--- src/hw/rtl/tsfq_pkg.sv ---
// ----------------------------------------------------------------------------
// tsfq_pkg
// Shared types and constants for the turn signal flash qualifier.
// ----------------------------------------------------------------------------
package tsfq_pkg;

  localparam int DEB_W  = 7;   // debounce length and off-run counter
  localparam int EXT_W  = 7;   // hold extension
  localparam int STDY_W = 8;   // steady length and on-run counter
  localparam int HOLD_W = 8;   // hold counter
  localparam int CFG_ADDR_W = 2;
  localparam int CFG_DATA_W = 8;
  localparam int TDATA_W    = 8;

  localparam logic [DEB_W-1:0]  DEBOUNCE_MAX   = 7'd100;
  localparam logic [STDY_W-1:0] STEADY_MAX     = 8'd254;
  localparam logic [HOLD_W-1:0] HOLD_MAX       = 8'hFF;
  localparam logic [DEB_W-1:0]  DEBOUNCE_RESET = 7'd10;
  localparam logic [EXT_W-1:0]  EXTENSION_RESET = 7'd50;
  localparam logic [STDY_W-1:0] STEADY_RESET   = 8'd100;

  typedef enum logic [CFG_ADDR_W-1:0] {
    CFG_DEBOUNCE  = 2'd0,
    CFG_EXTENSION = 2'd1,
    CFG_STEADY    = 2'd2
  } cfg_addr_t;

  // Clamped settings as the channels use them
  typedef struct packed {
    logic [DEB_W-1:0]  deb;
    logic [EXT_W-1:0]  ext;
    logic [STDY_W-1:0] stdy;
  } chan_cfg_t;

  typedef struct packed {
    logic type_flag;
    logic active;
    logic flash;
  } chan_flags_t;

endpackage

--- src/hw/rtl/tsfq_channel.sv ---
// ----------------------------------------------------------------------------
// tsfq_channel
// Run, off-run and hold counters plus the three flags of one lamp channel.
// ----------------------------------------------------------------------------
module tsfq_channel (
  input  logic                 clk,
  input  logic                 rst_n,
  input  logic                 en,
  input  logic                 lit,
  input  tsfq_pkg::chan_cfg_t  cfg,
  output tsfq_pkg::chan_flags_t flags
);
  import tsfq_pkg::*;

  logic [STDY_W-1:0] on_run_r,  on_run_nxt;
  logic [DEB_W-1:0]  off_run_r, off_run_nxt;
  logic [HOLD_W-1:0] hold_r,    hold_nxt;
  logic              flash_r,   flash_nxt;
  logic              active_r,  active_nxt;
  logic              type_r,    type_nxt;

  logic [STDY_W-1:0] on_inc;
  logic [DEB_W:0]    off_inc;
  logic [HOLD_W:0]   hold_sum;
  logic [HOLD_W-1:0] hold_cap;

  always_comb begin
    on_inc   = on_run_r + 1'b1;
    off_inc  = {1'b0, off_run_r} + 1'b1;
    hold_sum = {1'b0, hold_r} + {{(HOLD_W+1-EXT_W){1'b0}}, cfg.ext};
    hold_cap = HOLD_MAX - {{(HOLD_W-EXT_W){1'b0}}, cfg.ext};

    on_run_nxt  = on_run_r;
    off_run_nxt = off_run_r;
    hold_nxt    = hold_r;
    flash_nxt   = flash_r;
    active_nxt  = active_r;
    type_nxt    = type_r;

    if (lit) begin
      off_run_nxt = '0;
      on_run_nxt  = on_inc;
      if (on_run_r > {1'b0, cfg.deb}) begin
        if (on_inc > cfg.stdy) begin
          on_run_nxt = cfg.stdy + 1'b1;
          type_nxt   = 1'b0;
        end
        if (hold_r < hold_cap) begin
          hold_nxt = hold_r + 1'b1;
        end
        flash_nxt  = 1'b1;
        active_nxt = 1'b1;
      end
    end else begin
      on_run_nxt  = '0;
      off_run_nxt = off_inc[DEB_W-1:0];
      if (off_run_r == cfg.deb) begin
        // debounce point: extend hold, saturating
        hold_nxt  = hold_sum[HOLD_W] ? HOLD_MAX : hold_sum[HOLD_W-1:0];
        flash_nxt = 1'b0;
      end else if (off_inc > {1'b0, cfg.deb}) begin
        off_run_nxt = cfg.deb + 1'b1;
        type_nxt    = 1'b1;
        if (hold_r == '0) begin
          active_nxt = 1'b0;
        end else begin
          hold_nxt = hold_r - 1'b1;
        end
      end
    end
  end

  always_ff @(posedge clk) begin
    if (!rst_n) begin
      on_run_r  <= '0;
      off_run_r <= '0;
      hold_r    <= '0;
      flash_r   <= 1'b0;
      active_r  <= 1'b0;
      type_r    <= 1'b0;
    end else if (en) begin
      on_run_r  <= on_run_nxt;
      off_run_r <= off_run_nxt;
      hold_r    <= hold_nxt;
      flash_r   <= flash_nxt;
      active_r  <= active_nxt;
      type_r    <= type_nxt;
    end
  end

  assign flags.flash     = flash_r;
  assign flags.active    = active_r;
  assign flags.type_flag = type_r;

endmodule

--- src/hw/rtl/turn_signal_flash_qualifier_unit.sv ---
// ----------------------------------------------------------------------------
// turn_signal_flash_qualifier_unit
// Qualifies raw left/right turn lamp levels into flash, active and type flags.
// ----------------------------------------------------------------------------
//  channel | direction | content
//  in_     | slave     | one tick: left_lamp, right_lamp
//  out_    | master    | one result per tick: six flags
//  cfg_    | write     | debounce_ticks, hold_extension, steady_ticks
//
//  Flow: a beat is taken every cycle unless the output stalls; it is held in the
//  input register and moves into the channel registers once the result slot is
//  free, and its result is then on out_.
//  The input register doubles as a skid stage, so a new beat is accepted
//  while a finished result still waits on out_tready.
//  The channel flag registers are the result register: they only advance when
//  the output is empty or being taken, so they hold steady under a stall.
//  Reset (rst_n low, synchronous) clears all counters and flags, drops both
//  valid bits and loads the register defaults 10 / 50 / 100.
// ----------------------------------------------------------------------------
module turn_signal_flash_qualifier_unit (
  input  logic                              clk,
  input  logic                              rst_n,
  // in_tdata: [0] left_lamp, [1] right_lamp, [7:2] zero
  input  logic                              in_tvalid,
  output logic                              in_tready,
  input  logic [tsfq_pkg::TDATA_W-1:0]      in_tdata,
  // out_tdata: [0] left_flash, [1] left_active, [2] left_type,
  //            [3] right_flash, [4] right_active, [5] right_type, [7:6] zero
  output logic                              out_tvalid,
  input  logic                              out_tready,
  output logic [tsfq_pkg::TDATA_W-1:0]      out_tdata,
  input  logic                              cfg_we,
  input  logic [tsfq_pkg::CFG_ADDR_W-1:0]   cfg_addr,
  input  logic [tsfq_pkg::CFG_DATA_W-1:0]   cfg_wdata
);
  import tsfq_pkg::*;

  // Configuration registers, raw as written
  logic [DEB_W-1:0]  deb_r;
  logic [EXT_W-1:0]  ext_r;
  logic [STDY_W-1:0] stdy_r;

  always_ff @(posedge clk) begin
    if (!rst_n) begin
      deb_r  <= DEBOUNCE_RESET;
      ext_r  <= EXTENSION_RESET;
      stdy_r <= STEADY_RESET;
    end else if (cfg_we) begin
      case (cfg_addr_t'(cfg_addr))
        CFG_DEBOUNCE:  deb_r  <= cfg_wdata[DEB_W-1:0];
        CFG_EXTENSION: ext_r  <= cfg_wdata[EXT_W-1:0];
        CFG_STEADY:    stdy_r <= cfg_wdata[STDY_W-1:0];
        default: ;   // drop writes to unmapped indexes
      endcase
    end
  end

  // Clamp so the run counters never leave their widths
  chan_cfg_t cfg;
  always_comb begin
    cfg.deb  = (deb_r > DEBOUNCE_MAX) ? DEBOUNCE_MAX : deb_r;
    cfg.ext  = ext_r;
    cfg.stdy = (stdy_r > STEADY_MAX) ? STEADY_MAX : stdy_r;
  end

  // Input register / skid stage
  logic       s0_valid_r;
  logic [1:0] s0_lamp_r;
  logic       out_valid_r;
  logic       advance;

  // Move the held tick into the channels when the result slot is free
  assign advance   = s0_valid_r && (!out_valid_r || out_tready);
  assign in_tready = !s0_valid_r || advance;

  always_ff @(posedge clk) begin
    if (!rst_n) begin
      s0_valid_r <= 1'b0;
    end else if (in_tready) begin
      s0_valid_r <= in_tvalid;
    end
  end

  always_ff @(posedge clk) begin
    if (in_tready && in_tvalid) begin
      s0_lamp_r <= in_tdata[1:0];
    end
  end

  always_ff @(posedge clk) begin
    if (!rst_n) begin
      out_valid_r <= 1'b0;
    end else if (advance) begin
      out_valid_r <= 1'b1;
    end else if (out_tready) begin
      out_valid_r <= 1'b0;
    end
  end

  chan_flags_t left_flags, right_flags;

  tsfq_channel u_left (
    .clk   (clk),
    .rst_n (rst_n),
    .en    (advance),
    .lit   (s0_lamp_r[0]),
    .cfg   (cfg),
    .flags (left_flags)
  );

  tsfq_channel u_right (
    .clk   (clk),
    .rst_n (rst_n),
    .en    (advance),
    .lit   (s0_lamp_r[1]),
    .cfg   (cfg),
    .flags (right_flags)
  );

  assign out_tvalid = out_valid_r;
  assign out_tdata  = {2'b00,
                       right_flags.type_flag, right_flags.active, right_flags.flash,
                       left_flags.type_flag,  left_flags.active,  left_flags.flash};

  // Every tick moved into the channels shows up as a result next cycle
  a_advance_gives_result: assert property (@(posedge clk) disable iff (!rst_n)
    advance |=> out_valid_r)
    else $error("tick advanced without a result");

  // A held tick stays put while the result slot is blocked
  a_skid_holds: assert property (@(posedge clk) disable iff (!rst_n)
    (s0_valid_r && !advance) |=> (s0_valid_r && $stable(s0_lamp_r)))
    else $error("skid stage lost its tick");

  // Channel state only moves when a tick advances
  a_flags_hold: assert property (@(posedge clk) disable iff (!rst_n)
    !advance |=> $stable(out_tdata))
    else $error("flags changed without a tick");

endmodule

--- config.mk ---
export PLATFORM = sky130hd
export DESIGN_NAME = turn_signal_flash_qualifier_unit
export DESIGN_NICKNAME = d
export VERILOG_FILES = /design/src/hw/rtl/tsfq_pkg.sv /design/src/hw/rtl/tsfq_channel.sv /design/src/hw/rtl/turn_signal_flash_qualifier_unit.sv
export SDC_FILE = /design/constraint.sdc
export NUM_CORES = 1
export LEC_CHECK = 0
export BUFFER_PORTS_ARGS = -buffer_cell sky130_fd_sc_hd__buf_2
export CORE_ASPECT_RATIO = 2
export CORE_MARGIN = 3
export CORE_UTILIZATION = 55
export CTS_CLUSTER_SIZE = 14
export DETAILED_ROUTE_END_ITERATION = 8
export GPL_ROUTABILITY_DRIVEN = 0
export PLACE_DENSITY_LB_ADDON = 0.25
export SYNTH_ARGS = -nofsm -noshare
export SYNTH_HDL_FRONTEND = slang
export SYNTH_SLANG_ARGS = --single-unit
--- constraint.sdc ---
create_clock -name clk -period 5 [get_ports clk]
set_input_delay 1 -clock clk [delete_from_list [all_inputs] [get_ports clk]]
set_output_delay 1 -clock clk [all_outputs]
set_load 0.02 [all_outputs]
Yosys cells after proc, flatten, opt, wreduce, memory -nomap -nowiden --
Cells that the tools add are included.
Word-level totals: register bits 78, output and inout port bits 10, logic and storage cells 138
Operators by class: add/subtract/negate cells 13, magnitude comparators 10, eq/ne operators 14, mux-type cells 54, reductions and logical operators 29
Operators with widths (count):
- 8-bit two-way mux | 21
- 7-bit two-way mux | 7
- 8-bit by 1-bit adder with 8-bit output (second input constant) | 5
- 8-bit by 7-bit greater-than comparator with 1-bit output | 4
- 5-bit AND reduction | 6
- 1-bit two-way mux | 26
- 8-bit by 7-bit adder with 9-bit output | 2
- 7-bit by 1-bit adder with 8-bit output (second input constant) | 2
- 8-bit greater-than comparator | 2
- 8-bit logical NOT | 2
- 8-bit < comparator | 2
- 8-bit by 1-bit subtractor with 8-bit output (second input constant) | 2
- 7-bit equality test | 2
- 2-bit nonzero test | 7
- 2-bit by 1-bit inequality test with 1-bit output (second input constant) | 6
- 8-bit greater-than comparator (second input constant) | 1
- 8-bit by 7-bit subtractor with 8-bit output (first input constant) | 1
- 7-bit by 1-bit adder with 7-bit output (second input constant) | 1
- 7-bit greater-than comparator (second input constant) | 1
- 3-bit by 2-bit inequality test with 1-bit output (second input constant) | 2
- 2-bit AND reduction | 3
- 3-bit AND reduction | 2
- 3-bit nonzero test | 2
- 2-bit inequality test (second input constant) | 2
- 6 further kinds | 9

Logic depth before layout (Yosys ltp) --
Gate-level depths: netlist of run 1.
word-level depth 6, gate-level depth with buffers 15

Cells and area by module --
From an unflattened synthesis of run 1, not the netlist that was laid out.
Second synthesis, totals: cells, all modules 900, area total of the unflattened synthesis 7179.4 sq um
Modules (own cells, without submodules):
- tsfq_channel at u_right | instances 1, cells each 396, area an instance 3035.4 sq um, sequential area each 520.5 sq um
- tsfq_channel at u_left | instances 1, cells each 378, area an instance 2974.1 sq um, sequential area each 520.5 sq um
- turn_signal_flash_qualifier_unit | instances 1, cells each 126, area an instance 1169.9 sq um, sequential area each 540.5 sq um

Least setup slack after synthesis of run 1 --
Ideal clock, no wire load.
path kind flip-flop to flip-flop, start point reg deb_r[2], end point reg u_right.hold_r[7], arrival time 3117 ps, required time 4880 ps, setup slack 1764 ps, stages on the path, launching flop included 14, period minus slack after synthesis 3236 ps, cells stage by stage dfxtp_1 -> o311ai_1 -> and2_1 -> clkbuf_1 -> ha_1 -> and3_1 -> a41oi_2 -> a32oi_1 -> or4_1 -> buf_2 -> and2_4 -> buf_6 -> o21a_1 -> o31a_1
Between the ends: longest elaborated chain between the ends 5, elaborated cells between the ends (all ways) 11, those cells by class order compare: 3; eq/ne: 3; mux: 3; reduce/logical: 2
RTL lines:
- start, declared | line turn_signal_flash_qualifier_unit.sv:39 | logic [DEB_W-1:0] deb_r;
- start signal, assigned | line turn_signal_flash_qualifier_unit.sv:50 | CFG_DEBOUNCE: deb_r <= cfg_wdata[DEB_W-1:0];
- 7-bit greater-than comparator | line turn_signal_flash_qualifier_unit.sv:61 | cfg.deb = (deb_r > DEBOUNCE_MAX) ? DEBOUNCE_MAX : deb_r;
- 7-bit two-way mux (*) | line turn_signal_flash_qualifier_unit.sv:61
- 8-bit by 7-bit greater-than comparator with 1-bit output, or another cell as far along | line tsfq_channel.sv:43 | if (on_run_r > {1'b0, cfg.deb}) begin
- 2-bit by 1-bit inequality test with 1-bit output (no line), or another cell as far along
- 5-bit AND reduction (no line) / 8-bit two-way mux (equally long branches)
- end signal, assigned | line tsfq_channel.sv:84 | hold_r <= hold_nxt;
- end, declared | line tsfq_channel.sv:17 | logic [HOLD_W-1:0] hold_r, hold_nxt;
Mark *: on every way between the ends. The rest lies on a longest branch, timed or not. A chain may end at the register's enable or synchronous reset.

Worst setup path in the final report of run 1 --
start point reg deb_r[3], end point reg u_left.hold_r[6]
Between the ends: longest elaborated chain between the ends 5, elaborated cells between the ends (all ways) 11, those cells by class order compare: 3; eq/ne: 3; mux: 3; reduce/logical: 2
RTL lines (line):
- 7-bit greater-than comparator | turn_signal_flash_qualifier_unit.sv:61
- 7-bit two-way mux (*) | turn_signal_flash_qualifier_unit.sv:61
- 8-bit by 7-bit greater-than comparator with 1-bit output, or another cell as far along | tsfq_channel.sv:43
- 2-bit by 1-bit inequality test with 1-bit output (no line), or another cell as far along
- 5-bit AND reduction (no line) / 8-bit two-way mux (equally long branches)
- end signal, assigned | tsfq_channel.sv:84
- end, declared | tsfq_channel.sv:17
Marks and branches as above.

==> results of run 1 <==
[worst register-to-register path: cells and delay by family, from the launching register on]
kind,cells,cell delay [ns]
flip-flops,1,0.48
AND/OR/NAND/NOR,2,0.69
AO/OA/AOI/OAI,6,1.99
adder cells (fa/ha/maj),1,0.34
multiplexers,1,0.38
[registers in the layout, summed over array words and instances (netlist names)]
register / flops
u_left.active_r: 1
ext_r: 7
s0_lamp_r: 2
u_left.hold_r: 8
u_left.on_run_r: 8
u_right.off_run_r: 7
deb_r: 7
u_right.type_r: 1
u_right.flash_r: 1
u_left.off_run_r: 7
out_tvalid: 1
u_left.flash_r: 1
u_right.hold_r: 8
stdy_r: 8
s0_valid_r: 1
u_left.type_r: 1
u_right.active_r: 1
u_right.on_run_r: 8
[final cells by class]
class                   count  area share [%]
clock buffers              11            3.21
clock inverters             5            1.15
inverters                  38            1.96
multi-input cells         715            67.1
flip-flops and latches     78            21.8
well taps                 147            2.53
repair buffers             30            2.28
[metrics by stage]
stage / hold WS [ns] / total power [µW] / std cells / cell area, µm² / util (%)
2_1_floorplan: 0.447 / 768 / 886 / 6860 / -
3_3_place_gp: 0.458 / 811 / 1008 / 6940 / 56.9
3_5_place_dp: 0.466 / 818 / 1008 / 6940 / 56.9
4_1_cts: 0.478 / 1520 / 1024 / 7260 / 59.5
5_1_grt: 0.509 / 1560 / 1024 / 7260 / 59.5
6_report: 0.477 / 1520 / 1024 / 7260 / 59.5
[path summary, 6_finish.rpt]
check	from	to	slack (ns)	cells after the start
hold / removal	u_left.flash_r	u_left.flash_r	0.48	2
hold reg to reg	u_left.flash_r	u_left.flash_r	0.48	2
setup reg to reg	deb_r[3]	u_left.hold_r[6]	1.02	10
setup / recovery	deb_r[3]	u_left.hold_r[6]	1.02	10
[per-layer routing]
| layer | routed length, µm | part of all wire, % | vias to the layer above | global-route usage, % |
|---|---|---|---|---|
| met1 | 7060 | 35 | 3152 | 27.7 |
| met5 | 0 | 0 | - | 0 |
| met3 | 971 | 4.8 | 120 | 4.17 |
| met4 | 1650 | 8.2 | 0 | 23.4 |
| li1 | - | - | 3173 | - |
| met2 | 10400 | 52 | 311 | 53.1 |
[power groups by stage]
stage / sequential, µW / clock (µW) / combinational [µW]
after floorplan: 657 / 0 / 110
after global placement: 669 / 0 / 142
after detailed placement: 669 / 0 / 148
after CTS: 655 / 717 / 150
after global routing: 658 / 740 / 166
final: 656 / 710 / 152
[layout by cell type (no fill, tap or decap), types with 20 or more instances in the layout]
cell,count
nand2_1,85
nor2_1,85
dfxtp_1,76
ha_1,70
a21oi_1,55
o21ai_0,51
nand3_1,37
inv_1,37
mux2i_1,35
xor2_1,31
xnor2_1,25
buf_2,24
nor3_1,22
a31oi_1,20
[logic make-up after synthesis]
| logic type | after synthesis | synth area share (%) |
|---|---|---|
| simple gates | 327 | 23.1 |
| compound gates | 221 | 21.7 |
| buf+inv | 93 | 6.08 |
| flops | 78 | 23.1 |
| fa+ha+maj | 73 | 13.5 |
| xor+xnor | 56 | 7.16 |
| mux | 36 | 5.28 |
| other cells | 1 | 0.0547 |
==> impl_metrics.csv, run 1 <==
group,metric,value,unit
clock_network,cts_buffer_depth,2,
floorplanning,ios,33,
clock_network,numClockSinks,78,
worst_setup_path,worstPathArrival,4.21,ns
finish,multiInputGateArea,0.00487,mm²
timing,rsz0062_at_grt,"no",
clock_network,cts_tree,"built",
clock_network,postCtsSetupBuffers,0,
power,p_sw,391,µW
synthesis,synthArstFlopShare,0,%
clock_network,cts_hold_buffers,0,
clock_network,htree_levels,3,
timing,hold_violations,0,
route,drt_iter0_drc,439,
synthesis,synth_area,0.00685,mm²
worst_setup_path,crit_buf_inv,0,
synthesis,synth.top_cells.by_area,"dfxtp_1, ha_1, mux2i_1",
clock_network,cts_buffers,9,
synthesis,synth_edf_count,2,
power,power_density,209,mW/mm²
grt,antenna_found_initial,0,
worst_setup_path,crit_family,"compound AO/OA/AOI/OAI gates",
timing,worstMarginPinSlew,1.12,ns
grt,grt_max_degree,38,
run_status,outcome,"finished clean",
worst_setup_path,cp.required,5.23,ns
synthesis,ys.flop_type,"dfxtp_1",
finish,syn2layout_area_growth,5.93,%
route,detail-route-antenna-nets,0,
floorplanning,initial_core_util,56.2,%
synthesis,yosysTopAreaCell,"dfxtp_1",
worst_setup_path,worstPathMaxFanout,15,
worst_setup_path,cp_cell_sequence,"o311ai_1 > and2_1 > ha_1 > nand4_1 > o211ai_1 > a2111oi_0 > a21oi_1 > o31ai_4 > mux2_1 > o31a_1",
synthesis,yosysSeqAreaShare,23.1,%
place,pre_cts_ws,1.09,ns
floorplanning,core-area,0.0122,mm²
finish,fill_cells,1090,
synthesis,yosysTopAreaCellShare,22.2,%
floorplanning,die_w,84.9,µm
synthesis,synth_common_cells,"nand2_1, nor2_1, dfxtp_1",
clock_network,clk_pin_slew_worst_paths,0.07,ns
timing,fin_crit,3.98,ns
power,combPwrFrac,10.0,%
flow_run,maxCapViolations,0,
route,vias,6756,
finish,finalNetCount,967,
worst_setup_path,critPathMaxStageDelay,0.61,ns
timing,final-setup-viol-count,0,
timing,finalCritPeriodShare,79.6,%
synthesis,yosys_warnings,0,
route,drc,0,
grt,grt_usage,28.9,%
clock_network,root_buffer,"clkbuf_16",
route,routedWlPerCell,19.6,µm
power,ir_drop,186,µV
timing,fmax,0.251,GHz
finish,drive_gt1_share,7.18,%
worst_setup_path,critPathCaptureType,"flop",
synthesis,synth_seq_cells,78,
floorplanning,die_area,0.0139,mm²
timing,setup_ws,1.02,ns
power,p_sw_share,25.8,%
synthesis,avgSynthCellArea,7.74,µm²
min_path,worstHoldPathType,"flop to flop",
finish,antennaDiodeCount,0,
floorplanning,fp.dieH,164,µm
place,port_buffers,24,
route,wl,20100,µm
synthesis,syn_inst,885,
clock_network,clk_latency,0.34,ns
timing,tns,0,ns
worst_setup_path,critPathLaunchType,"flop",
clock_network,cts_resized,0,
finish,regArea,0.00158,mm²
timing,skew,0.00992,ns
route,via_per_inst,6.60,
synthesis,ys_types,79,
grt,grt_pass1_vias,6836,
floorplanning,rows,57,
timing,drv_slew,0,
worst_setup_path,critPathKind,"flop to flop",
grt,grt_first_pass_wirelength,32300,µm
route,drtPass1Iterations,6,
power,leakage,0.00305,µW
worst_setup_path,cp_slowest_cell,"a2111oi_0",
power,power.internal,1130,µW
timing,slew_headroom,24.9,%
place,hpwl,15400,µm
power,clkPwrFrac,46.7,%
grt,grt-ovfl-total,0,
power,power_frac_seq,43.2,%
No activity file was read; power rests on OpenSTA's default activity.
==> run 2: changes to the inputs <==
Clock period 5 ns to 3.9 ns, I/O delays scaled along.
==> run 2 against run 1 <==
- worst hold slack improved by 0.0022 ns
- flip-flop and latch count did not move
- first-iteration DRC count rose by 13%
- critical path depth rose by 2
- power rose by 31%
- register-to-register slack got worse by 0.79 ns
- non-clock buffer count rose by 13
- die area did not move
- critical path type unchanged
- largest cell class unchanged
- largest power group unchanged
==> impl_metrics.csv, run 2 (synthesized netlist as in run 1, its figures left out) <==
group,metric,value,unit
clock_network,cts_buffer_depth,2,
timing,final-setup-viol-count,0,
route,wl,21100,µm
timing,drv_slew,0,
finish,final_common_cell,"nand2_1",
clock_network,postCtsSetupBuffers,0,
worst_setup_path,critPathLaunchType,"flop",
timing,fin_crit,3.66,ns
worst_setup_path,cp.required,4.16,ns
floorplanning,rows,57,
timing,hold_ws,0.479,ns
worst_setup_path,critPathCaptureType,"flop",
floorplanning,die_w,84.9,µm
floorplanning,die_area,0.0139,mm²
timing,rsz0062_at_grt,"no",
clock_network,cts_hold_buffers,0,
power,ir_drop,223,µV
timing,fmax,0.273,GHz
finish,multiInputGateArea,0.00487,mm²
finish,fill_cells,1116,
clock_network,clk_pin_slew_worst_paths,0.06,ns
timing,slew_headroom,25.8,%
worst_setup_path,critPathKind,"flop to flop",
place,hpwl,16400,µm
finish,antennaDiodeCount,0,
floorplanning,core-area,0.0122,mm²
clock_network,cts_resized,0,
grt,antenna_found_initial,0,
timing,hold_violations,0,
finish,mostFrequentLayoutCells,"nand2_1, nor2_1, dfxtp_1",
place,port_buffers,24,
power,leakage,0.00312,µW
floorplanning,initial_core_util,56.2,%
run_status,outcome,"finished clean",
timing,worstMarginPinSlew,1.11,ns
worst_setup_path,worstPathMaxFanout,12,
route,drt_iter0_drc,494,
timing,tns,0,ns
grt,grt_first_pass_wirelength,33800,µm
clock_network,cts_buffers,9,
finish,final_area,0.00737,mm²
clock_network,clk_latency,0.35,ns
route,via_per_inst,6.58,
timing,finalCritPeriodShare,94.0,%
grt,grt_max_degree,33,
route,drc,0,
clock_network,cts_tree,"built",
power,power_density,269,mW/mm²
grt,grt-ovfl-total,0,
grt,grt_pass1_vias,6940,
finish,regArea,0.00158,mm²
route,routedWlPerCell,20.3,µm
finish,drive_gt1_share,8.76,%
clock_network,numClockSinks,78,
place,placed_area,0.00704,mm²
flow_run,maxCapViolations,0,
clock_network,htree_levels,3,
worst_setup_path,worstPathArrival,3.93,ns
floorplanning,fp.dieH,164,µm
route,drtPass1Iterations,6,
route,vias,6822,
finish,syn2layout_area_growth,7.54,%
min_path,worstHoldPathType,"flop to flop",
grt,grt_usage,30.6,%
clock_network,root_buffer,"clkbuf_16",
route,detail-route-antenna-nets,0,
finish,finalNetCount,980,
timing,skew,0.0127,ns
floorplanning,ios,33,
-- run 2: metrics by stage --
stage          instances  power [µW]  util (%)  worst slack, ns
2_1_floorplan        886         984         -            0.664
3_3_place_gp        1021        1050      57.7            0.307
3_5_place_dp        1021        1060      57.7            0.241
4_1_cts             1037        1980      60.4            0.218
5_1_grt             1037        2050      60.4           0.0128
6_report            1037        1990      60.4            0.236
-- run 2: worst max-delay path, cell delays in order (launching register included) --
cell and delay, ns:
dfxtp_1 0.65, nand2_1 0.25, nand2_1 0.33, ha_1 0.31
nand4_1 0.13, o22a_1 0.18, o21a_1 0.14, a221oi_1 0.08
buf_4 0.17, nor2_1 0.32, nand2_1 0.33, or3b_2 0.52
a31oi_1 0.17
-- run 2: worst paths after layout --
| path | start | slack (ns) | cells after the start | endpoint |
|---|---|---|---|---|
| worst max-delay path | deb_r[5] | 0.24 | 12 | u_right.on_run_r[5] |
| worst min-delay path | u_left.flash_r | 0.48 | 2 | u_left.flash_r |
| worst max register to register | deb_r[5] | 0.24 | 12 | u_right.on_run_r[5] |
| worst min register to register | u_left.flash_r | 0.48 | 2 | u_left.flash_r |
-- run 2: power breakdown --
group	switching, µW	internal [µW]
Sequential	25.9	813
Combinational	134	74.4
Clock	343	594
Total	504	1480
-- run 2: per-layer routing --
metal | up-vias | GRT usage, % | share of wire [%]
met2 | 298 | 54.4 | 50
li1 | 3201 | - | -
met1 | 3188 | 28.9 | 34
met4 | 0 | 30.5 | 11
met5 | - | 0 | 0
met3 | 135 | 4.22 | 4.6
-- run 2: cell type report --
| class | count | share of cell area [%] |
|---|---|---|
| Clock buffer | 12 | 3.48 |
| Sequential cell | 78 | 21.5 |
| Clock inverter | 4 | 0.951 |
| Tap cell | 147 | 2.50 |
| Timing Repair Buffer | 43 | 3.57 |
| Inverter | 38 | 1.94 |
| Multi-Input combinational cell | 715 | 66.1 |
==> run 3: changes to the inputs <==
Settings changed: SETUP_SLACK_MARGIN set to 0.05, SYNTH_HIERARCHICAL set to 1.
==> run 3 against run 2 <==
- combinational power up 32%
- synthesized area rose by 4.8%
- clock skew is 0.0019 ns lower
- synthesized cell count increased by 1.7%
- via count fell by 1.2%
- flip-flop and latch count stayed put
- first-iteration DRC count is 33% lower
- critical endpoint is now u_left/on_run_r[3]
- global-route usage decreased by 3.6 points
- design area up 4.2%
- register-to-register slack better by 0.29 ns
==> impl_metrics.csv, run 3 <==
group,metric,value,unit
run_status,outcome,"finished clean",
floorplanning,ios,33,
worst_setup_path,cp_slowest_cell,"dfxtp_1",
worst_setup_path,critPathCaptureType,"flop",
route,top_layer_used,"met4",
timing,hold_ws,0.463,ns
worst_setup_path,crit_family,"compound AO/OA/AOI/OAI gates",
finish,mostFrequentLayoutCells,"nand2_1, dfxtp_1, ha_1",
timing,finalCritPeriodShare,86.6,%
clock_network,postCtsSetupBuffers,0,
route,routedWlPerCell,18.4,µm
timing,fmax,0.296,GHz
finish,drive_gt1_share,9.20,%
synthesis,ys.flop_type,"dfxtp_1",
clock_network,root_buffer,"clkbuf_16",
finish,utilization,60.4,%
synthesis,synth_common_cells,"nand2_1, dfxtp_1, ha_1",
worst_setup_path,crit_buf_inv,1,
worst_setup_path,critPathMaxStageDelay,0.61,ns
place,dp.cells,1038,
timing,skew,0.0107,ns
floorplanning,initial_core_util,56.5,%
worst_setup_path,cp_cell_sequence,"o311ai_0 > and2_1 > ha_1 > nor2b_1 > o211ai_1 > a21oi_1 > o22ai_2 > a221oi_1 > buf_4 > mux2i_1 > o21ai_1",
floorplanning,die_w,86.8,µm
route,detail-route-antenna-nets,0,
floorplanning,die_area,0.0145,mm²
finish,antennaDiodeCount,0,
grt,grt_usage,27.1,%
route,drtPass1Iterations,7,
route,vias,6737,
floorplanning,fp.dieH,168,µm
synthesis,synth_area,0.00718,mm²
timing,rsz0062_at_grt,"no",
place,port_buffers,24,
clock_network,htree_levels,3,
worst_setup_path,worstPathMaxFanout,14,
synthesis,ys_types,83,
finish,finalNonFillerCells,1052,
floorplanning,rows,58,
finish,finalNetCount,998,
route,drt_iter0_drc,329,
synthesis,yosys_warnings,6,
route,via_per_inst,6.40,
synthesis,yosysTopAreaCell,"dfxtp_1",
synthesis,synth_edf_count,2,
finish,final_common_cell,"nand2_1",
min_path,worstHoldPathType,"flop to flop",
clock_network,cts_hold_buffers,0,
flow_run,maxCapViolations,0,
timing,setup_ws,0.522,ns
grt,antenna_found_initial,0,
worst_setup_path,critPathLaunchType,"flop",
power,power_density,272,mW/mm²
synthesis,synth.top_cells.by_area,"dfxtp_1, ha_1, xnor2_1",
synthesis,syn_inst,900,
timing,slew_headroom,46.6,%
finish,syn2layout_area_growth,6.92,%
timing,drv_slew,0,
clock_network,cts_buffer_depth,2,
worst_setup_path,cp.required,4.12,ns
route,met2_length,10500,µm
place,hpwl,14800,µm
timing,fin_crit,3.38,ns
place,pre_cts_ws,0.580,ns
timing,tns,0,ns
grt,grt_first_pass_wirelength,31600,µm
synthesis,synth_seq_cells,78,
route,wl_met1,6950,µm
clock_network,numClockSinks,78,
worst_setup_path,critPathKind,"flop to flop",
timing,worstMarginPinSlew,0.802,ns
timing,hold_violations,0,
floorplanning,core-area,0.0127,mm²
clock_network,cts_buffers,9,
grt,grt_pass1_vias,6583,
synthesis,synth.most_common_cell,"nand2_1",
clock_network,cts_resized,0,
synthesis,yosysSeqAreaShare,22.0,%
grt,grt_max_degree,40,
clock_network,cts_tree,"built",
route,drc,0,
grt,grt-ovfl-total,0,
worst_setup_path,worstPathArrival,3.60,ns
synthesis,synthArstFlopShare,0,%
power,leakage,0.00331,µW
synthesis,avgSynthCellArea,7.98,µm²
route,wl,19400,µm
power,ir_drop,231,µV
clock_network,clk_pin_slew_worst_paths,0.06,ns
route,route.met3.wl,795,µm
clock_network,clk_latency,0.34,ns
synthesis,yosysTopAreaCellShare,21.2,%
timing,final-setup-viol-count,0,
run 3: power by group:
group	internal [µW]	total (µW)	switching [µW]
Combinational	107	275	168
Sequential	818	853	35.5
Clock	619	959	340
run 3: layout make-up:
| type | instances | area [µm²] |
|---|---|---|
| Clock buffer | 10 | 229 |
| Clock inverter | 4 | 96.3 |
| Fill cell | 1181 | 5020 |
| Inverter | 58 | 218 |
| Multi-Input combinational cell | 712 | 5120 |
| Sequential cell | 78 | 1580 |
| Tap cell | 150 | 188 |
| Timing Repair Buffer | 40 | 240 |
run 3: cell families (layout without fill, tap and decap cells):
family | count (synthesis) | after routing | share of synthesized area, %
XOR/XNOR | 80 | 80 | 9.76
buffers and inverters | 111 | 112 | 6.66
flip-flops | 78 | 78 | 22.0
multiplexers | 39 | 39 | 5.54
AO/OA/AOI/OAI | 214 | 214 | 20.8
adder cells (fa/ha/maj) | 76 | 76 | 13.5
AND/OR/NAND/NOR | 301 | 301 | 21.7
other | 1 | 2 | 0.0522
run 3: worst register-to-register path, delay by kind of cell (launching register included):
family	cells	cell delay, ns
buf+inv	1	0.30
simple gates	2	0.55
flops	1	0.61
mux	1	0.22
compound gates	6	1.28
fa+ha+maj	1	0.30
run 3: path summary, 6_finish.rpt:
path	cells past startpoint	startpoint	slack [ns]	to
max	11	deb_r[6]	0.52	u_left/on_run_r[3]
min reg2reg	2	deb_r[0]	0.46	deb_r[0]
min	2	deb_r[0]	0.46	deb_r[0]
max reg2reg	11	deb_r[6]	0.52	u_left/on_run_r[3]
run 3: stage by stage:
stage | total power [µW] | area, µm²
CTS | 2100 | 7680
global route | 2170 | 7680
floorplan | 1060 | 7180
global placement | 1140 | 7350
finish | 2090 | 7680
detailed placement | 1140 | 7350
run 3: per-layer routing:
| metal | track usage (%) | up-vias |
|---|---|---|
| met1 | 28.1 | 3151 |
| met5 | 0 | - |
| li1 | - | 3246 |
| met3 | 3.84 | 95 |
| met4 | 16.6 | 0 |
| met2 | 49.3 | 245 |
